File: config.mk
export PLATFORM = sky130hd
export DESIGN_NAME = line_ending_scanner_flat
export DESIGN_NICKNAME = d
export VERILOG_FILES = /design/src/sv/les_pkg.sv /design/src/sv/les_if.sv /design/src/sv/line_ending_scanner.sv /design/src/sv/les_front.sv /design/src/sv/les_cmd_fifo.sv /design/src/sv/les_back.sv /design/src/flat_wrapper.sv
export SDC_FILE = /design/constraint.sdc
export NUM_CORES = 1
export LEC_CHECK = 0
export BUFFER_PORTS_ARGS = -buffer_cell sky130_fd_sc_hd__clkbuf_2
export CORE_MARGIN = 2
export CORE_UTILIZATION = 35
export CTS_CLUSTER_DIAMETER = 150
export DETAILED_ROUTE_END_ITERATION = 10
export PLACE_DENSITY = 0.57
export SYNTH_ARGS = -nofsm -noshare
export SYNTH_HDL_FRONTEND = slang
export SYNTH_SLANG_ARGS = --single-unit
File: constraint.sdc
create_clock -name clk -period 11.2 [get_ports clk]
set_input_delay 1.12 -clock clk [delete_from_list [all_inputs] [get_ports clk]]
set_output_delay 1.12 -clock clk [all_outputs]
set_load 0.05 [all_outputs]
File: src/sv/les_pkg.sv
// ----------------------------------------------------------------------------
// les_pkg: shared types and constants of the line ending scanner
// Byte codes, count widths, the command that the front hands to the back,
// and the saturating increment used on offsets and counts.
// ----------------------------------------------------------------------------
package les_pkg;

	localparam int CNT_W = 31;
	localparam logic [CNT_W-1:0] CNT_MAX = '1;

	localparam logic [7:0] BYTE_TAB   = 8'd9;
	localparam logic [7:0] BYTE_LF    = 8'd10;
	localparam logic [7:0] BYTE_CR    = 8'd13;
	localparam logic [7:0] ASCII_LOW  = 8'd32;
	localparam logic [7:0] ASCII_HIGH = 8'd126;

	localparam logic [7:0] MARK_B0 = 8'hEF;
	localparam logic [7:0] MARK_B1 = 8'hBB;
	localparam logic [7:0] MARK_B2 = 8'hBF;

	// mark_phase value once the mark question is settled
	localparam logic [1:0] MARK_DONE = 2'd3;

	localparam logic KIND_BYTE   = 1'b0;
	localparam logic KIND_FINISH = 1'b1;

	localparam int FIFO_DEPTH = 4;
	localparam int FIFO_AW    = $clog2(FIFO_DEPTH);

	typedef enum logic [1:0] {
		CLS_TEXT,
		CLS_CR,
		CLS_LF,
		CLS_FIN
	} cls_t;

	typedef struct packed {
		cls_t       cls;
		logic [1:0] pre_adv;  // partial mark bytes that turn into text
		logic       bad;      // clears the plain-ASCII flag
		logic       mark;     // mark found (finish only)
	} cmd_t;

	typedef struct packed {
		logic             full;
		logic             empty;
	} fifo_stat_t;

	typedef struct packed {
		logic             result_kind;
		logic [CNT_W-1:0] line_start;
		logic [CNT_W-1:0] lone_cr_count;
		logic [CNT_W-1:0] lone_lf_count;
		logic [CNT_W-1:0] pair_count;
		logic             plain_ascii;
		logic             mark_seen;
		logic             chosen_crlf;
		logic             final_item;
	} result_t;

	function automatic logic [CNT_W-1:0] sat_inc(input logic [CNT_W-1:0] v);
		return (v == CNT_MAX) ? v : v + 1'b1;
	endfunction

	function automatic logic [7:0] mark_byte(input logic [1:0] phase);
		logic [7:0] b;
		case (phase)
			2'd0:    b = MARK_B0;
			2'd1:    b = MARK_B1;
			default: b = MARK_B2;
		endcase
		return b;
	endfunction

endpackage

File: src/sv/les_if.sv
// ----------------------------------------------------------------------------
// les_if: channel interfaces of the line ending scanner
// Input bytes, result records and the configuration write channel.
// ----------------------------------------------------------------------------
interface les_in_if import les_pkg::*; ();
	logic       valid;
	logic       ready;
	logic       kind;
	logic [7:0] text_byte;

	modport source (output valid, kind, text_byte, input ready);
	modport sink   (input valid, kind, text_byte, output ready);
endinterface

interface les_out_if import les_pkg::*; ();
	logic             valid;
	logic             ready;
	logic             result_kind;
	logic [CNT_W-1:0] line_start;
	logic [CNT_W-1:0] lone_cr_count;
	logic [CNT_W-1:0] lone_lf_count;
	logic [CNT_W-1:0] pair_count;
	logic             plain_ascii;
	logic             mark_seen;
	logic             chosen_crlf;
	logic             final_item;

	modport source (output valid, result_kind, line_start, lone_cr_count, lone_lf_count,
		pair_count, plain_ascii, mark_seen, chosen_crlf, final_item, input ready);
	modport sink   (input valid, result_kind, line_start, lone_cr_count, lone_lf_count,
		pair_count, plain_ascii, mark_seen, chosen_crlf, final_item, output ready);
endinterface

interface les_cfg_if ();
	logic valid;
	logic ready;
	logic data;

	modport source (output valid, data, input ready);
	modport sink   (input valid, data, output ready);
endinterface

File: src/sv/line_ending_scanner.sv
// ----------------------------------------------------------------------------
// line_ending_scanner: line start and line ending scanner
// Finds CR, LF and CRLF breaks in a byte stream and summarizes the text.
// ----------------------------------------------------------------------------
// Usage:
//   text   - input beats: kind 0 carries one byte, kind 1 finishes the text.
//   result - line start offsets (result_kind 0), then one summary beat
//            (result_kind 1, final_item 1) per finish.
//   cfg    - one-bit write of the ending chosen for text without breaks;
//            always ready, write it only while the block is idle.
// Throughput is one beat per cycle while the command queue is not full. The
// classifier pushes into a four-entry command queue at the accepting edge;
// the back end then loads the output register from the head of the queue, so a
// result passes through the queue and the output register. A line start
// after a CR appears only once the next beat shows that no LF follows. A
// finish behind a held CR gets its line start first, then the summary.
// When the receiver stalls the output register holds its beat, the queue
// fills, and text.ready drops once four commands are waiting.
// Reset clears all counts, the mark detector and the queue, and sets the
// default ending to LF. A finish returns the scan state to its reset values
// but keeps the configured default.
// ----------------------------------------------------------------------------
module line_ending_scanner import les_pkg::*; (
	input  logic      clk,
	input  logic      arst_n,
	les_in_if.sink    text,
	les_out_if.source result,
	les_cfg_if.sink   cfg
);

	logic       default_crlf_q;
	logic       push;
	logic       pop;
	cmd_t       push_cmd;
	cmd_t       head;
	fifo_stat_t stat;

	assign cfg.ready = 1'b1;

	always_ff @(posedge clk or negedge arst_n) begin
		if (!arst_n) begin
			default_crlf_q <= 1'b0;
		end else if (cfg.valid) begin
			default_crlf_q <= cfg.data;
		end
	end

	les_front u_front (
		.clk    (clk),
		.arst_n (arst_n),
		.text   (text),
		.stat   (stat),
		.push   (push),
		.cmd    (push_cmd)
	);

	les_cmd_fifo u_fifo (
		.clk      (clk),
		.arst_n   (arst_n),
		.push     (push),
		.push_cmd (push_cmd),
		.pop      (pop),
		.head     (head),
		.stat     (stat)
	);

	les_back u_back (
		.clk          (clk),
		.arst_n       (arst_n),
		.head         (head),
		.stat         (stat),
		.default_crlf (default_crlf_q),
		.pop          (pop),
		.result       (result)
	);

	a_no_overflow: assert property (@(posedge clk) disable iff (!arst_n)
		push |-> !stat.full)
		else $error("command pushed into a full queue");

	a_no_underflow: assert property (@(posedge clk) disable iff (!arst_n)
		pop |-> !stat.empty)
		else $error("command popped from an empty queue");

	a_summary_final: assert property (@(posedge clk) disable iff (!arst_n)
		result.valid |-> (result.result_kind == result.final_item))
		else $error("final flag does not match the result kind");

	a_empty_ready: assert property (@(posedge clk) disable iff (!arst_n)
		stat.empty |-> text.ready)
		else $error("input stalled with an empty queue");

endmodule

File: src/sv/les_front.sv
// ----------------------------------------------------------------------------
// les_front: input classifier
// Strips a leading byte order mark and turns every other beat into a command
// for the back end: text, CR, LF or finish, with the mark bookkeeping attached.
// ----------------------------------------------------------------------------
module les_front import les_pkg::*; (
	input  logic         clk,
	input  logic         arst_n,
	les_in_if.sink       text,
	input  fifo_stat_t   stat,
	output logic         push,
	output cmd_t         cmd
);

	logic [1:0] phase_q, phase_d;
	logic       found_q, found_d;
	logic       accept;
	logic       non_ascii;

	assign text.ready = !stat.full;
	assign accept     = text.valid && text.ready;

	assign non_ascii = !(text.text_byte == BYTE_TAB ||
		(text.text_byte >= ASCII_LOW && text.text_byte <= ASCII_HIGH));

	always_comb begin
		phase_d     = phase_q;
		found_d     = found_q;
		push        = 1'b0;
		cmd.cls     = CLS_TEXT;
		cmd.pre_adv = 2'd0;
		cmd.bad     = 1'b0;
		cmd.mark    = found_q;
		if (accept) begin
			if (text.kind == KIND_FINISH) begin
				push     = 1'b1;
				cmd.cls  = CLS_FIN;
				cmd.bad  = (phase_q == 2'd1) || (phase_q == 2'd2);
				phase_d  = 2'd0;
				found_d  = 1'b0;
			end else if (phase_q != MARK_DONE && text.text_byte == mark_byte(phase_q)) begin
				// swallow a matching mark byte
				phase_d = phase_q + 2'd1;
				if (phase_q == 2'd2) begin
					found_d = 1'b1;
				end
			end else begin
				push = 1'b1;
				if (phase_q != MARK_DONE) begin
					cmd.pre_adv = phase_q;
					phase_d     = MARK_DONE;
				end
				if (text.text_byte == BYTE_CR) begin
					cmd.cls = CLS_CR;
				end else if (text.text_byte == BYTE_LF) begin
					cmd.cls = CLS_LF;
				end else begin
					cmd.cls = CLS_TEXT;
				end
				cmd.bad = (cmd.pre_adv != 2'd0) || (cmd.cls == CLS_TEXT && non_ascii);
			end
		end
	end

	always_ff @(posedge clk or negedge arst_n) begin
		if (!arst_n) begin
			phase_q <= 2'd0;
			found_q <= 1'b0;
		end else begin
			phase_q <= phase_d;
			found_q <= found_d;
		end
	end

endmodule

File: src/sv/les_cmd_fifo.sv
// ----------------------------------------------------------------------------
// les_cmd_fifo: command queue
// A short register queue that decouples the classifier from the back end.
// ----------------------------------------------------------------------------
module les_cmd_fifo import les_pkg::*; (
	input  logic       clk,
	input  logic       arst_n,
	input  logic       push,
	input  cmd_t       push_cmd,
	input  logic       pop,
	output cmd_t       head,
	output fifo_stat_t stat
);

	cmd_t               entry_q [FIFO_DEPTH];
	logic [FIFO_AW-1:0] wr_ptr_q;
	logic [FIFO_AW-1:0] rd_ptr_q;
	logic [FIFO_AW:0]   cnt_q;

	assign stat.full  = (cnt_q == (FIFO_AW+1)'(FIFO_DEPTH));
	assign stat.empty = (cnt_q == '0);
	assign head       = entry_q[rd_ptr_q];

	always_ff @(posedge clk) begin
		if (push) begin
			entry_q[wr_ptr_q] <= push_cmd;
		end
	end

	always_ff @(posedge clk or negedge arst_n) begin
		if (!arst_n) begin
			wr_ptr_q <= '0;
			rd_ptr_q <= '0;
			cnt_q    <= '0;
		end else begin
			if (push) begin
				wr_ptr_q <= wr_ptr_q + 1'b1;
			end
			if (pop) begin
				rd_ptr_q <= rd_ptr_q + 1'b1;
			end
			case ({push, pop})
				2'b10:   cnt_q <= cnt_q + 1'b1;
				2'b01:   cnt_q <= cnt_q - 1'b1;
				default: cnt_q <= cnt_q;
			endcase
		end
	end

endmodule

File: src/sv/les_back.sv
// ----------------------------------------------------------------------------
// les_back: break pairing and result generation
// Holds back a CR for one command, keeps the offset and break counts, and
// loads line starts and the end summary into the output register.
// ----------------------------------------------------------------------------
module les_back import les_pkg::*; (
	input  logic         clk,
	input  logic         arst_n,
	input  cmd_t         head,
	input  fifo_stat_t   stat,
	input  logic         default_crlf,
	output logic         pop,
	les_out_if.source    result
);

	logic [CNT_W-1:0] pos_q, pos_d;
	logic [CNT_W-1:0] cr_q, cr_d;
	logic [CNT_W-1:0] lf_q, lf_d;
	logic [CNT_W-1:0] pair_q, pair_d;
	logic             held_q, held_d;
	logic             ascii_q, ascii_d;
	logic             out_valid_q;
	result_t          out_q;

	logic [CNT_W-1:0] pos_eff;
	logic [CNT_W:0]   crs;
	logic             no_breaks;
	logic             chosen;
	logic             emit;
	logic             done;
	logic             go;
	logic             slot_free;
	result_t          res;

	// the offset is still zero while the mark is undecided, so partial mark
	// bytes simply set it
	assign pos_eff = (head.pre_adv != 2'd0) ? CNT_W'(head.pre_adv) : pos_q;

	assign crs       = {1'b0, cr_q} + {1'b0, pair_q};
	assign no_breaks = (cr_q == '0) && (lf_q == '0) && (pair_q == '0);
	// CR + CRLF > total / 2 reduces to CR + CRLF > LF
	assign chosen    = no_breaks ? default_crlf : (crs > {1'b0, lf_q});

	assign slot_free = !out_valid_q || result.ready;

	always_comb begin
		emit    = 1'b0;
		done    = 1'b1;
		res     = '0;
		pos_d   = sat_inc(pos_eff);
		cr_d    = cr_q;
		lf_d    = lf_q;
		pair_d  = pair_q;
		held_d  = held_q;
		ascii_d = ascii_q && !head.bad;
		case (head.cls)
			CLS_CR: begin
				emit           = held_q;
				res.line_start = pos_eff;
				if (held_q) begin
					cr_d = sat_inc(cr_q);
				end
				held_d = 1'b1;
			end
			CLS_LF: begin
				emit           = 1'b1;
				res.line_start = sat_inc(pos_eff);
				if (held_q) begin
					pair_d = sat_inc(pair_q);
				end else begin
					lf_d = sat_inc(lf_q);
				end
				held_d = 1'b0;
			end
			CLS_TEXT: begin
				emit           = held_q;
				res.line_start = pos_eff;
				if (held_q) begin
					cr_d = sat_inc(cr_q);
				end
				held_d = 1'b0;
			end
			default: begin
				emit  = 1'b1;
				pos_d = pos_q;
				if (held_q) begin
					// flush the held CR first, keep the finish at the head
					done           = 1'b0;
					res.line_start = pos_q;
					cr_d           = sat_inc(cr_q);
					held_d         = 1'b0;
					ascii_d        = ascii_q;
				end else begin
					res.result_kind   = 1'b1;
					res.lone_cr_count = cr_q;
					res.lone_lf_count = lf_q;
					res.pair_count    = pair_q;
					res.plain_ascii   = ascii_q && !head.bad;
					res.mark_seen     = head.mark;
					res.chosen_crlf   = chosen;
					res.final_item    = 1'b1;
					pos_d   = '0;
					cr_d    = '0;
					lf_d    = '0;
					pair_d  = '0;
					held_d  = 1'b0;
					ascii_d = 1'b1;
				end
			end
		endcase
	end

	assign go  = !stat.empty && (slot_free || !emit);
	assign pop = go && done;

	always_ff @(posedge clk or negedge arst_n) begin
		if (!arst_n) begin
			pos_q       <= '0;
			cr_q        <= '0;
			lf_q        <= '0;
			pair_q      <= '0;
			held_q      <= 1'b0;
			ascii_q     <= 1'b1;
			out_valid_q <= 1'b0;
		end else begin
			if (go) begin
				pos_q   <= pos_d;
				cr_q    <= cr_d;
				lf_q    <= lf_d;
				pair_q  <= pair_d;
				held_q  <= held_d;
				ascii_q <= ascii_d;
			end
			if (go && emit) begin
				out_valid_q <= 1'b1;
			end else if (result.ready) begin
				out_valid_q <= 1'b0;
			end
		end
	end

	always_ff @(posedge clk) begin
		if (go && emit) begin
			out_q <= res;
		end
	end

	assign result.valid         = out_valid_q;
	assign result.result_kind   = out_q.result_kind;
	assign result.line_start    = out_q.line_start;
	assign result.lone_cr_count = out_q.lone_cr_count;
	assign result.lone_lf_count = out_q.lone_lf_count;
	assign result.pair_count    = out_q.pair_count;
	assign result.plain_ascii   = out_q.plain_ascii;
	assign result.mark_seen     = out_q.mark_seen;
	assign result.chosen_crlf   = out_q.chosen_crlf;
	assign result.final_item    = out_q.final_item;

endmodule

File: src/flat_wrapper.sv
// flat-port wrapper written by rule: the top's interface ports become plain ports
module line_ending_scanner_flat import les_pkg::*;
  (clk, arst_n, text_valid, text_kind, text_text_byte, text_ready, result_valid, result_result_kind, result_line_start, result_lone_cr_count, result_lone_lf_count, result_pair_count, result_plain_ascii, result_mark_seen, result_chosen_crlf, result_final_item, result_ready, cfg_valid, cfg_data, cfg_ready);
  les_in_if text_i ();
  les_out_if result_i ();
  les_cfg_if cfg_i ();
  input  logic clk;
  input  logic arst_n;
  input wire logic [$bits(text_i.valid)-1:0] text_valid;
  input wire logic [$bits(text_i.kind)-1:0] text_kind;
  input wire logic [$bits(text_i.text_byte)-1:0] text_text_byte;
  output wire logic [$bits(text_i.ready)-1:0] text_ready;
  output wire logic [$bits(result_i.valid)-1:0] result_valid;
  output wire logic [$bits(result_i.result_kind)-1:0] result_result_kind;
  output wire logic [$bits(result_i.line_start)-1:0] result_line_start;
  output wire logic [$bits(result_i.lone_cr_count)-1:0] result_lone_cr_count;
  output wire logic [$bits(result_i.lone_lf_count)-1:0] result_lone_lf_count;
  output wire logic [$bits(result_i.pair_count)-1:0] result_pair_count;
  output wire logic [$bits(result_i.plain_ascii)-1:0] result_plain_ascii;
  output wire logic [$bits(result_i.mark_seen)-1:0] result_mark_seen;
  output wire logic [$bits(result_i.chosen_crlf)-1:0] result_chosen_crlf;
  output wire logic [$bits(result_i.final_item)-1:0] result_final_item;
  input wire logic [$bits(result_i.ready)-1:0] result_ready;
  input wire logic [$bits(cfg_i.valid)-1:0] cfg_valid;
  input wire logic [$bits(cfg_i.data)-1:0] cfg_data;
  output wire logic [$bits(cfg_i.ready)-1:0] cfg_ready;
  assign text_i.valid = text_valid;
  assign text_i.kind = text_kind;
  assign text_i.text_byte = text_text_byte;
  assign text_ready = text_i.ready;
  assign result_valid = result_i.valid;
  assign result_result_kind = result_i.result_kind;
  assign result_line_start = result_i.line_start;
  assign result_lone_cr_count = result_i.lone_cr_count;
  assign result_lone_lf_count = result_i.lone_lf_count;
  assign result_pair_count = result_i.pair_count;
  assign result_plain_ascii = result_i.plain_ascii;
  assign result_mark_seen = result_i.mark_seen;
  assign result_chosen_crlf = result_i.chosen_crlf;
  assign result_final_item = result_i.final_item;
  assign result_i.ready = result_ready;
  assign cfg_i.valid = cfg_valid;
  assign cfg_i.data = cfg_data;
  assign cfg_ready = cfg_i.ready;
  line_ending_scanner u_core (.clk(clk), .arst_n(arst_n), .text(text_i), .result(result_i), .cfg(cfg_i));
endmodule
; Word-level counts from Yosys, hierarchy flattened
; Memories as Yosys holds them, arrays and structs flattened.
; Cells that the tools add are included.
[word_totals]
reg_bits = 267
mem_bits_rw = 24
inputBits = 15
out_inout_bits = 132
wordCells = 160
n_memories = 1
[mem_list]
columns = name, words, width, read_ports, rd_clocked_by_memory_dff, write_ports, line
row1 = u_core.u_fifo.entry_q, 4, 6, 1, 0, 1, les_cmd_fifo.sv:15  ; cmd_t entry_q [FIFO_DEPTH];
[op_classes]
addsub = 10
n_lt_le_gt_ge = 3
eq_ne = 22
mux = 55
bitwise_logic = 3
n_reduce_logical = 44
[ops]
columns = cell, count
row1 = $mux W31, 12
row2 = $pmux W31 S2, 4
row3 = $add A31 B1 Y31 const B, 4
row4 = $eq A31 B31 Y1 const B, 4
row5 = $logic_not A31 Y1, 3
row6 = $add A31 B31 Y32, 1
row7 = $gt A32 B31 Y1, 1
row8 = $mux W2, 14
row9 = $eq A8 B4 Y1 const B, 3
row10 = $mux W1, 19
row11 = $mux W8, 2
row12 = $pmux W7 S2, 1
row13 = $reduce_bool A2 Y1, 6
row14 = $logic_and A1 B1 Y1, 10
row15 = $mux W5, 2
row16 = $ne A2 B2 Y1 const B, 5
row17 = $eq A8 B8 Y1, 1
row18 = $ge A8 B6 Y1 const B, 1
row19 = $le A8 B7 Y1 const B, 1
row20 = $add A2 B1 Y2 const B, 3
row21 = $eq A2 B1 Y1 const B, 3
row22 = $eq A2 B2 Y1 const B, 3
row23 = $logic_not A1 Y1, 6
row24 = $logic_not A2 Y1, 3
row25 = 16 further kinds, 25

; Depth between registers and ports, before layout
[depth]
ltp_word = 15
mapped_depth = 18
mapped_depth_nobuf = 18

; By module
; Synthesis repeated with hierarchy kept, for this count alone.
[hier_totals]
hier_cells = 1596
area_unflattened_um2 = 16168.0
[by_module_without_submodules]
columns = mod, instances, cells_per_inst, area_per_inst_um2, seq_area_each_um2
row1 = les_back, 1, 1467, 14406.3, 7023.0
row2 = les_cmd_fifo, 1, 68, 1267.5, 895.9
row3 = les_front, 1, 57, 442.9, 75.1
row4 = line_ending_scanner, 1, 4, 51.3, 25.0

; Worst setup path before layout
; Ideal clock, no wire load.
[synth_timing]
path_kind = input to register
from = input result_ready
to = register u_core.u_back.out_q, in the netlist u_core.u_back.result.chosen_crlf, enable pin
setup_ps = 617
arrival_ps = 6723
required_ps = 10583
setup_slack_ps = 3860
stages = 3
n_path_buf = 0
cell_sequence = nand2b_1 > o21ai_0 > nor2_1
[synth_via]
elab_chain_cells = 4
[synth_lines]
columns = item, line
row1 = "start, declared", flat_wrapper.sv:23  ; input wire logic [$bits(result_i.ready)-1:0] result_ready;
row2 = $logic_or A1 B1 Y1, les_back.sv:44  ; assign slot_free = !out_valid_q || result.ready;
row3 = $logic_or A1 B1 Y1, les_back.sv:113  ; assign go = !stat.empty && (slot_free || !emit);
row4 = $logic_and A1 B1 Y1, les_back.sv:113
row5 = $logic_and A1 B1 Y1, les_back.sv:143  ; if (go && emit) begin
row6 = "end signal, assigned", les_back.sv:144  ; out_q <= res;
row7 = "end, declared", les_back.sv:23  ; result_t out_q;
; Every way passes these cells.
; A chain may end at the register's enable or synchronous reset.

; Final worst setup path
[layout_timing]
from = register u_core.u_back.pair_q[12]
to = register u_core.u_back.out_q, in the netlist u_core.u_back.result.chosen_crlf (data pin)
[layout_via]
elab_chain_cells = 3
word_cells_on_any_way = 5
cone_classes = add/sub: 1 / order compare: 1 / mux: 1 / reduce/logical: 2
[layout_lines]
columns = item, line
row1 = "start, declared", les_back.sv:19  ; logic [CNT_W-1:0] pair_q, pair_d;
row2 = "start signal, assigned", les_back.sv:130  ; pair_q <= pair_d;
row3 = $add A31 B31 Y32 / $logic_not A31 Y1 (equally long branches), "les_back.sv:39, les_back.sv:40"
row4 = $gt A32 B31 Y1 / $logic_and A1 B1 Y1 (equally long branches), "les_back.sv:42, les_back.sv:40"
row5 = $mux W1 *, les_back.sv:42  ; assign chosen = no_breaks ? default_crlf : (crs > {1'b0, lf_q});
; Mark *: on every way between the ends. The rest lies on a longest branch, timed or not.

==> Flow_metrics.wiki <==
{| class="wikitable"
! Metric !! Value
|-
| Post-CTS repair timing setup buffer count || 0
|-
| Total of buffers placed on input and output ports || ~150
|-
| Crit path DAT || about 5.3 ns
|-
| Maximum Capacitance Violations || 0
|-
| RSZ-0062 raised after global routing || false
|-
| Most frequently used flop master after synthesis || edfxtp_1
|-
| Boundary Pins || around 150
|-
| Result of the run || complete, no violations
|-
| Number of synthesized register bits || 290
|-
| Cell chosen for the clock root || clkbuf_16
|-
| Standard cell core area || about 46000 µm²
|-
| Reg clk slew, reported paths || approximately 0.070 ns
|-
| Worst setup path category || register to register
|-
| Detailed-route wire length || ~49000 µm
|-
| Layout Nets || around 1900
|-
| Post-detailed-placement half-perimeter wirelength || 35000 µm
|-
| Sequential cell area in the final layout || 8020 µm²
|-
| Post-detailed-route count of antenna-violating nets || 0
|-
| Die Footprint || 48300 µm²
|-
| Fillers || approximately 4600
|-
| Pre-antenna DRT Iters || 5
|-
| Static power due to leakage || 7.71 nW
|-
| Post-synth ARST share || 0.476
|-
| Fraction of the yosys area taken by sequential cells || 0.492
|-
| Routed via count divided by cell count || roughly 5.6
|-
| Diode count || 0
|-
| Portion of synthesized cell area occupied by the leading cell type || 0.280
|-
| Library cell occupying the most area in the post-synthesis netlist || edfxtp_1
|-
| Worst Hold Class || register to register
|-
| Final setup violating endpoints || 0
|-
| Least-Margin Pin Slew || 1.17 ns
|-
| Number of failing hold endpoints at the final stage || 0
|-
| Resize count post-CTS || 0
|-
| Synthesized instance count || 1634
|-
| Starting density of the core || 0.352
|-
| Top post-synthesis cells by count || nor2_1 (178), edfxtp_1 (152), dfrtp_1 (137), nand2_1 (114), o21ai_0 (87)
|-
| GP Congestion || slightly above 0.9
|-
| Top fanout value on the critical path || 8
|-
| Nature of the critical path startpoint || register
|-
| Hold Path Cell Cnt || 2
|-
| Post-CTS Hold Fix Bufs || 0
|-
| Warnings, synthesis || 0
|-
| Worst reg-to-reg path cell count || 15
|-
| Non-Filler Instances || 2391
|-
| # placed instances || roughly 2300
|-
| Pin count of the biggest net entering global routing || between 80 and 90
|-
| DRC violation count after routing || 0
|-
| Placement row count || slightly below 80
|-
| Slew headroom || 0.212
|-
| Vias in the first global route || approximately 12000
|-
| WP data required || between 10 and 15 ns
|-
| Number of clock sinks || 290
|-
| DR iter-0 viols || roughly 1200
|-
| Maximum VDD drop || 0.189 mV
|-
| Accumulated negative setup slack || 0 ns
|-
| Layout cell share with drive strength beyond 1 || 0.133
|-
| Multi-input combinational cell area || ~7700 µm²
|-
| Global-route wire length before repair || around 75000 µm
|-
| Most used standard cell by instance count after synthesis || nor2_1
|-
| Power Density || between 200 and 300 nW/µm²
|-
| Endpoint kind of the worst setup timing path || register
|-
| Die Height || between 200 and 250 µm
|-
| Total track usage || 0.202
|-
| Top cells by area, synth || edfxtp_1 (28%), dfrtp_1 (21%), ha_1 (6.1%)
|-
| Number of distinct standard cells referenced by the synthesized netlist || 79
|-
| TritonCTS clock tree || done
|-
| Syn Std Cell Area || ~16000 µm²
|-
| Area growth from synthesis to layout || 15.0%
|-
| Clock Skew || about 0.026 ns
|-
| Number of buffers created by CTS || 35
|-
| Time the worst path needs with I/O delays and setup || around 5 ns
|-
| Final critical-path share of the clock period || 0.434
|-
| Max Slew Vio Count || 0
|-
| Via count || approximately 13000
|-
| Drt wl/cell || roughly 20 µm
|-
| Syn_nets || 1731
|-
| Number of levels the H-tree was split into || 2
|-
| Syn avg cell area || 9.97 µm²
|-
| Antenna violations before repair || 0
|-
| Max Buffers Root-to-Sink || 3
|-
| Worst-skew pair later-pin latency || about 0.56 ns
|-
| Global route total overflow || 0
|-
| EDFF count, synth || around 150
|-
| Die Span X || approximately 220 µm
|-
| Maximum clock frequency || 206 MHz
|}
[path summary, 6_finish.rpt]
check                                          from                               end  slack, ns
setup reg to reg           u_core.u_back.pair_q[12]  u_core.u_back.result.chosen_crlf       6.34
max in group asynchronous                    arst_n             u_core.u_back.cr_q[2]       9.30
hold / removal                u_core.u_back.ascii_q             u_core.u_back.ascii_q       0.51
min in group asynchronous                    arst_n           u_core.u_back.pos_q[24]       0.61
hold reg to reg               u_core.u_back.ascii_q             u_core.u_back.ascii_q       0.51
setup / recovery           u_core.u_back.pair_q[12]  u_core.u_back.result.chosen_crlf       6.34
[power breakdown]
| group | switching (mW) | internal [mW] | total [mW] |
|---|---|---|---|
| Sequential | 0.154 | 1.53 | 1.69 |
| Clock | 0.482 | 0.665 | 1.15 |
| Combinational | 1.79 | 0.447 | 2.24 |
[final cells by class]
| type | instances | area share |
|---|---|---|
| inverter | 78 | 0.0156 |
| multi-input combinational | 1194 | 0.411 |
| clock inverter | 20 | 0.0109 |
| sequential | 290 | 0.428 |
| clock buffer | 44 | 0.0496 |
| timing repair buffer | 158 | 0.0443 |
| tap | 607 | 0.0405 |
[layer usage]
| layer | vias up | track usage | routed length (µm) | part of all wire |
|---|---|---|---|---|
| li1 | 6211 | - | - | - |
| met1 | 6568 | 0.285 | 22400 | 0.46 |
| met2 | 434 | 0.319 | 22400 | 0.46 |
| met3 | 89 | 0.0352 | 2950 | 0.060 |
| met4 | 0 | 0.0595 | 1350 | 0.027 |
| met5 | - | 0 | 0 | 0 |
[cells by family (layout without fill, tap and decap cells)]
| group | after synthesis | after routing | synth area share |
|---|---|---|---|
| adders and majority gates | 82 | 82 | 0.0639 |
| DFF | 290 | 290 | 0.492 |
| and+or+nand+nor | 664 | 664 | 0.209 |
| buffers and inverters | 150 | 300 | 0.0360 |
| xor gates and xnor gates | 107 | 107 | 0.0580 |
| other | 1 | 1 | 0.000230 |
| AOI/OAI and AO/OA | 330 | 330 | 0.129 |
| muxes | 10 | 10 | 0.0110 |
[flip-flops by register name (all words and copies together), names as in the netlist]
name	count
u_core.u_back.result.lone_cr_count	31
u_core.u_front.found_q	1
u_core.u_back.result.mark_seen	1
u_core.u_back.ascii_q	1
u_core.u_back.cr_q	31
u_core.u_back.result.result_kind	1
u_core.u_back.result.plain_ascii	1
u_core.u_front.phase_q	2
u_core.default_crlf_q	1
u_core.u_back.pos_q	31
u_core.u_back.result.line_start	31
u_core.u_fifo.wr_ptr_q	2
u_core.u_back.result.pair_count	31
u_core.u_back.pair_q	31
u_core.u_fifo.entry_q	24
u_core.u_back.held_q	1
u_core.u_back.result.lone_lf_count	31
u_core.u_fifo.cnt_q	3
u_core.u_back.result.valid	1
u_core.u_back.lf_q	31
u_core.u_back.result.chosen_crlf	1
u_core.u_fifo.rd_ptr_q	2
[critical path, stage by stage (launching register included)]
cell and delay (ns):
dfrtp_1 0.51, ha_1 0.45, a211oi_1 0.28, nor3b_1 0.10, a2111oi_0 0.53, o21ai_0 0.34
a211oi_1 0.65, nor3_1 0.13, or3b_2 0.47, ha_1 0.31, nand4_1 0.12, nor3_1 0.29
inv_1 0.07, a41oi_1 0.17, o22ai_1 0.11, a31oi_1 0.18
[cell usage in the layout (no fill, tap or decap), drive strengths merged, types with 7 or more instances in the layout]
master  netlist  routed
inv          78      83
edfxtp      152     152
a211oi       11      11
o31ai        14      14
nor2        179     179
o21a          9       9
nand2       114     114
clkbuf       60     188
nor4         39      39
and4         18      18
nand3        77      77
nor4b         9       9
a21o         24      24
a21oi        80      80
xor2         29      29
o22ai         7       7
and3         21      21
xnor2        78      78
or3          16      16
a31oi        31      31
nor3         42      42
nand4        46      46
and2         71      71
clkinv        0       8
o21ai        88      88
dfrtp       137     137
a22o         12      12
buf          12      14
ha           80      80
[stage by stage]
step | hold WS [ns] | cell area (µm²) | setup WS, ns | utilization | power, mW
after floorplan | 0.475 | 16300 | 3.86 | - | 3.38
after global placement | 0.496 | 17600 | 6.62 | 0.380 | 3.93
after detailed placement | 0.498 | 17600 | 6.44 | 0.380 | 3.96
after CTS | 0.508 | 18700 | 6.46 | 0.405 | 5.12
after global routing | 0.542 | 18700 | 5.93 | 0.405 | 5.34
final | 0.512 | 18700 | 6.34 | 0.405 | 5.07
No activity file was read; power rests on OpenSTA's default activity.
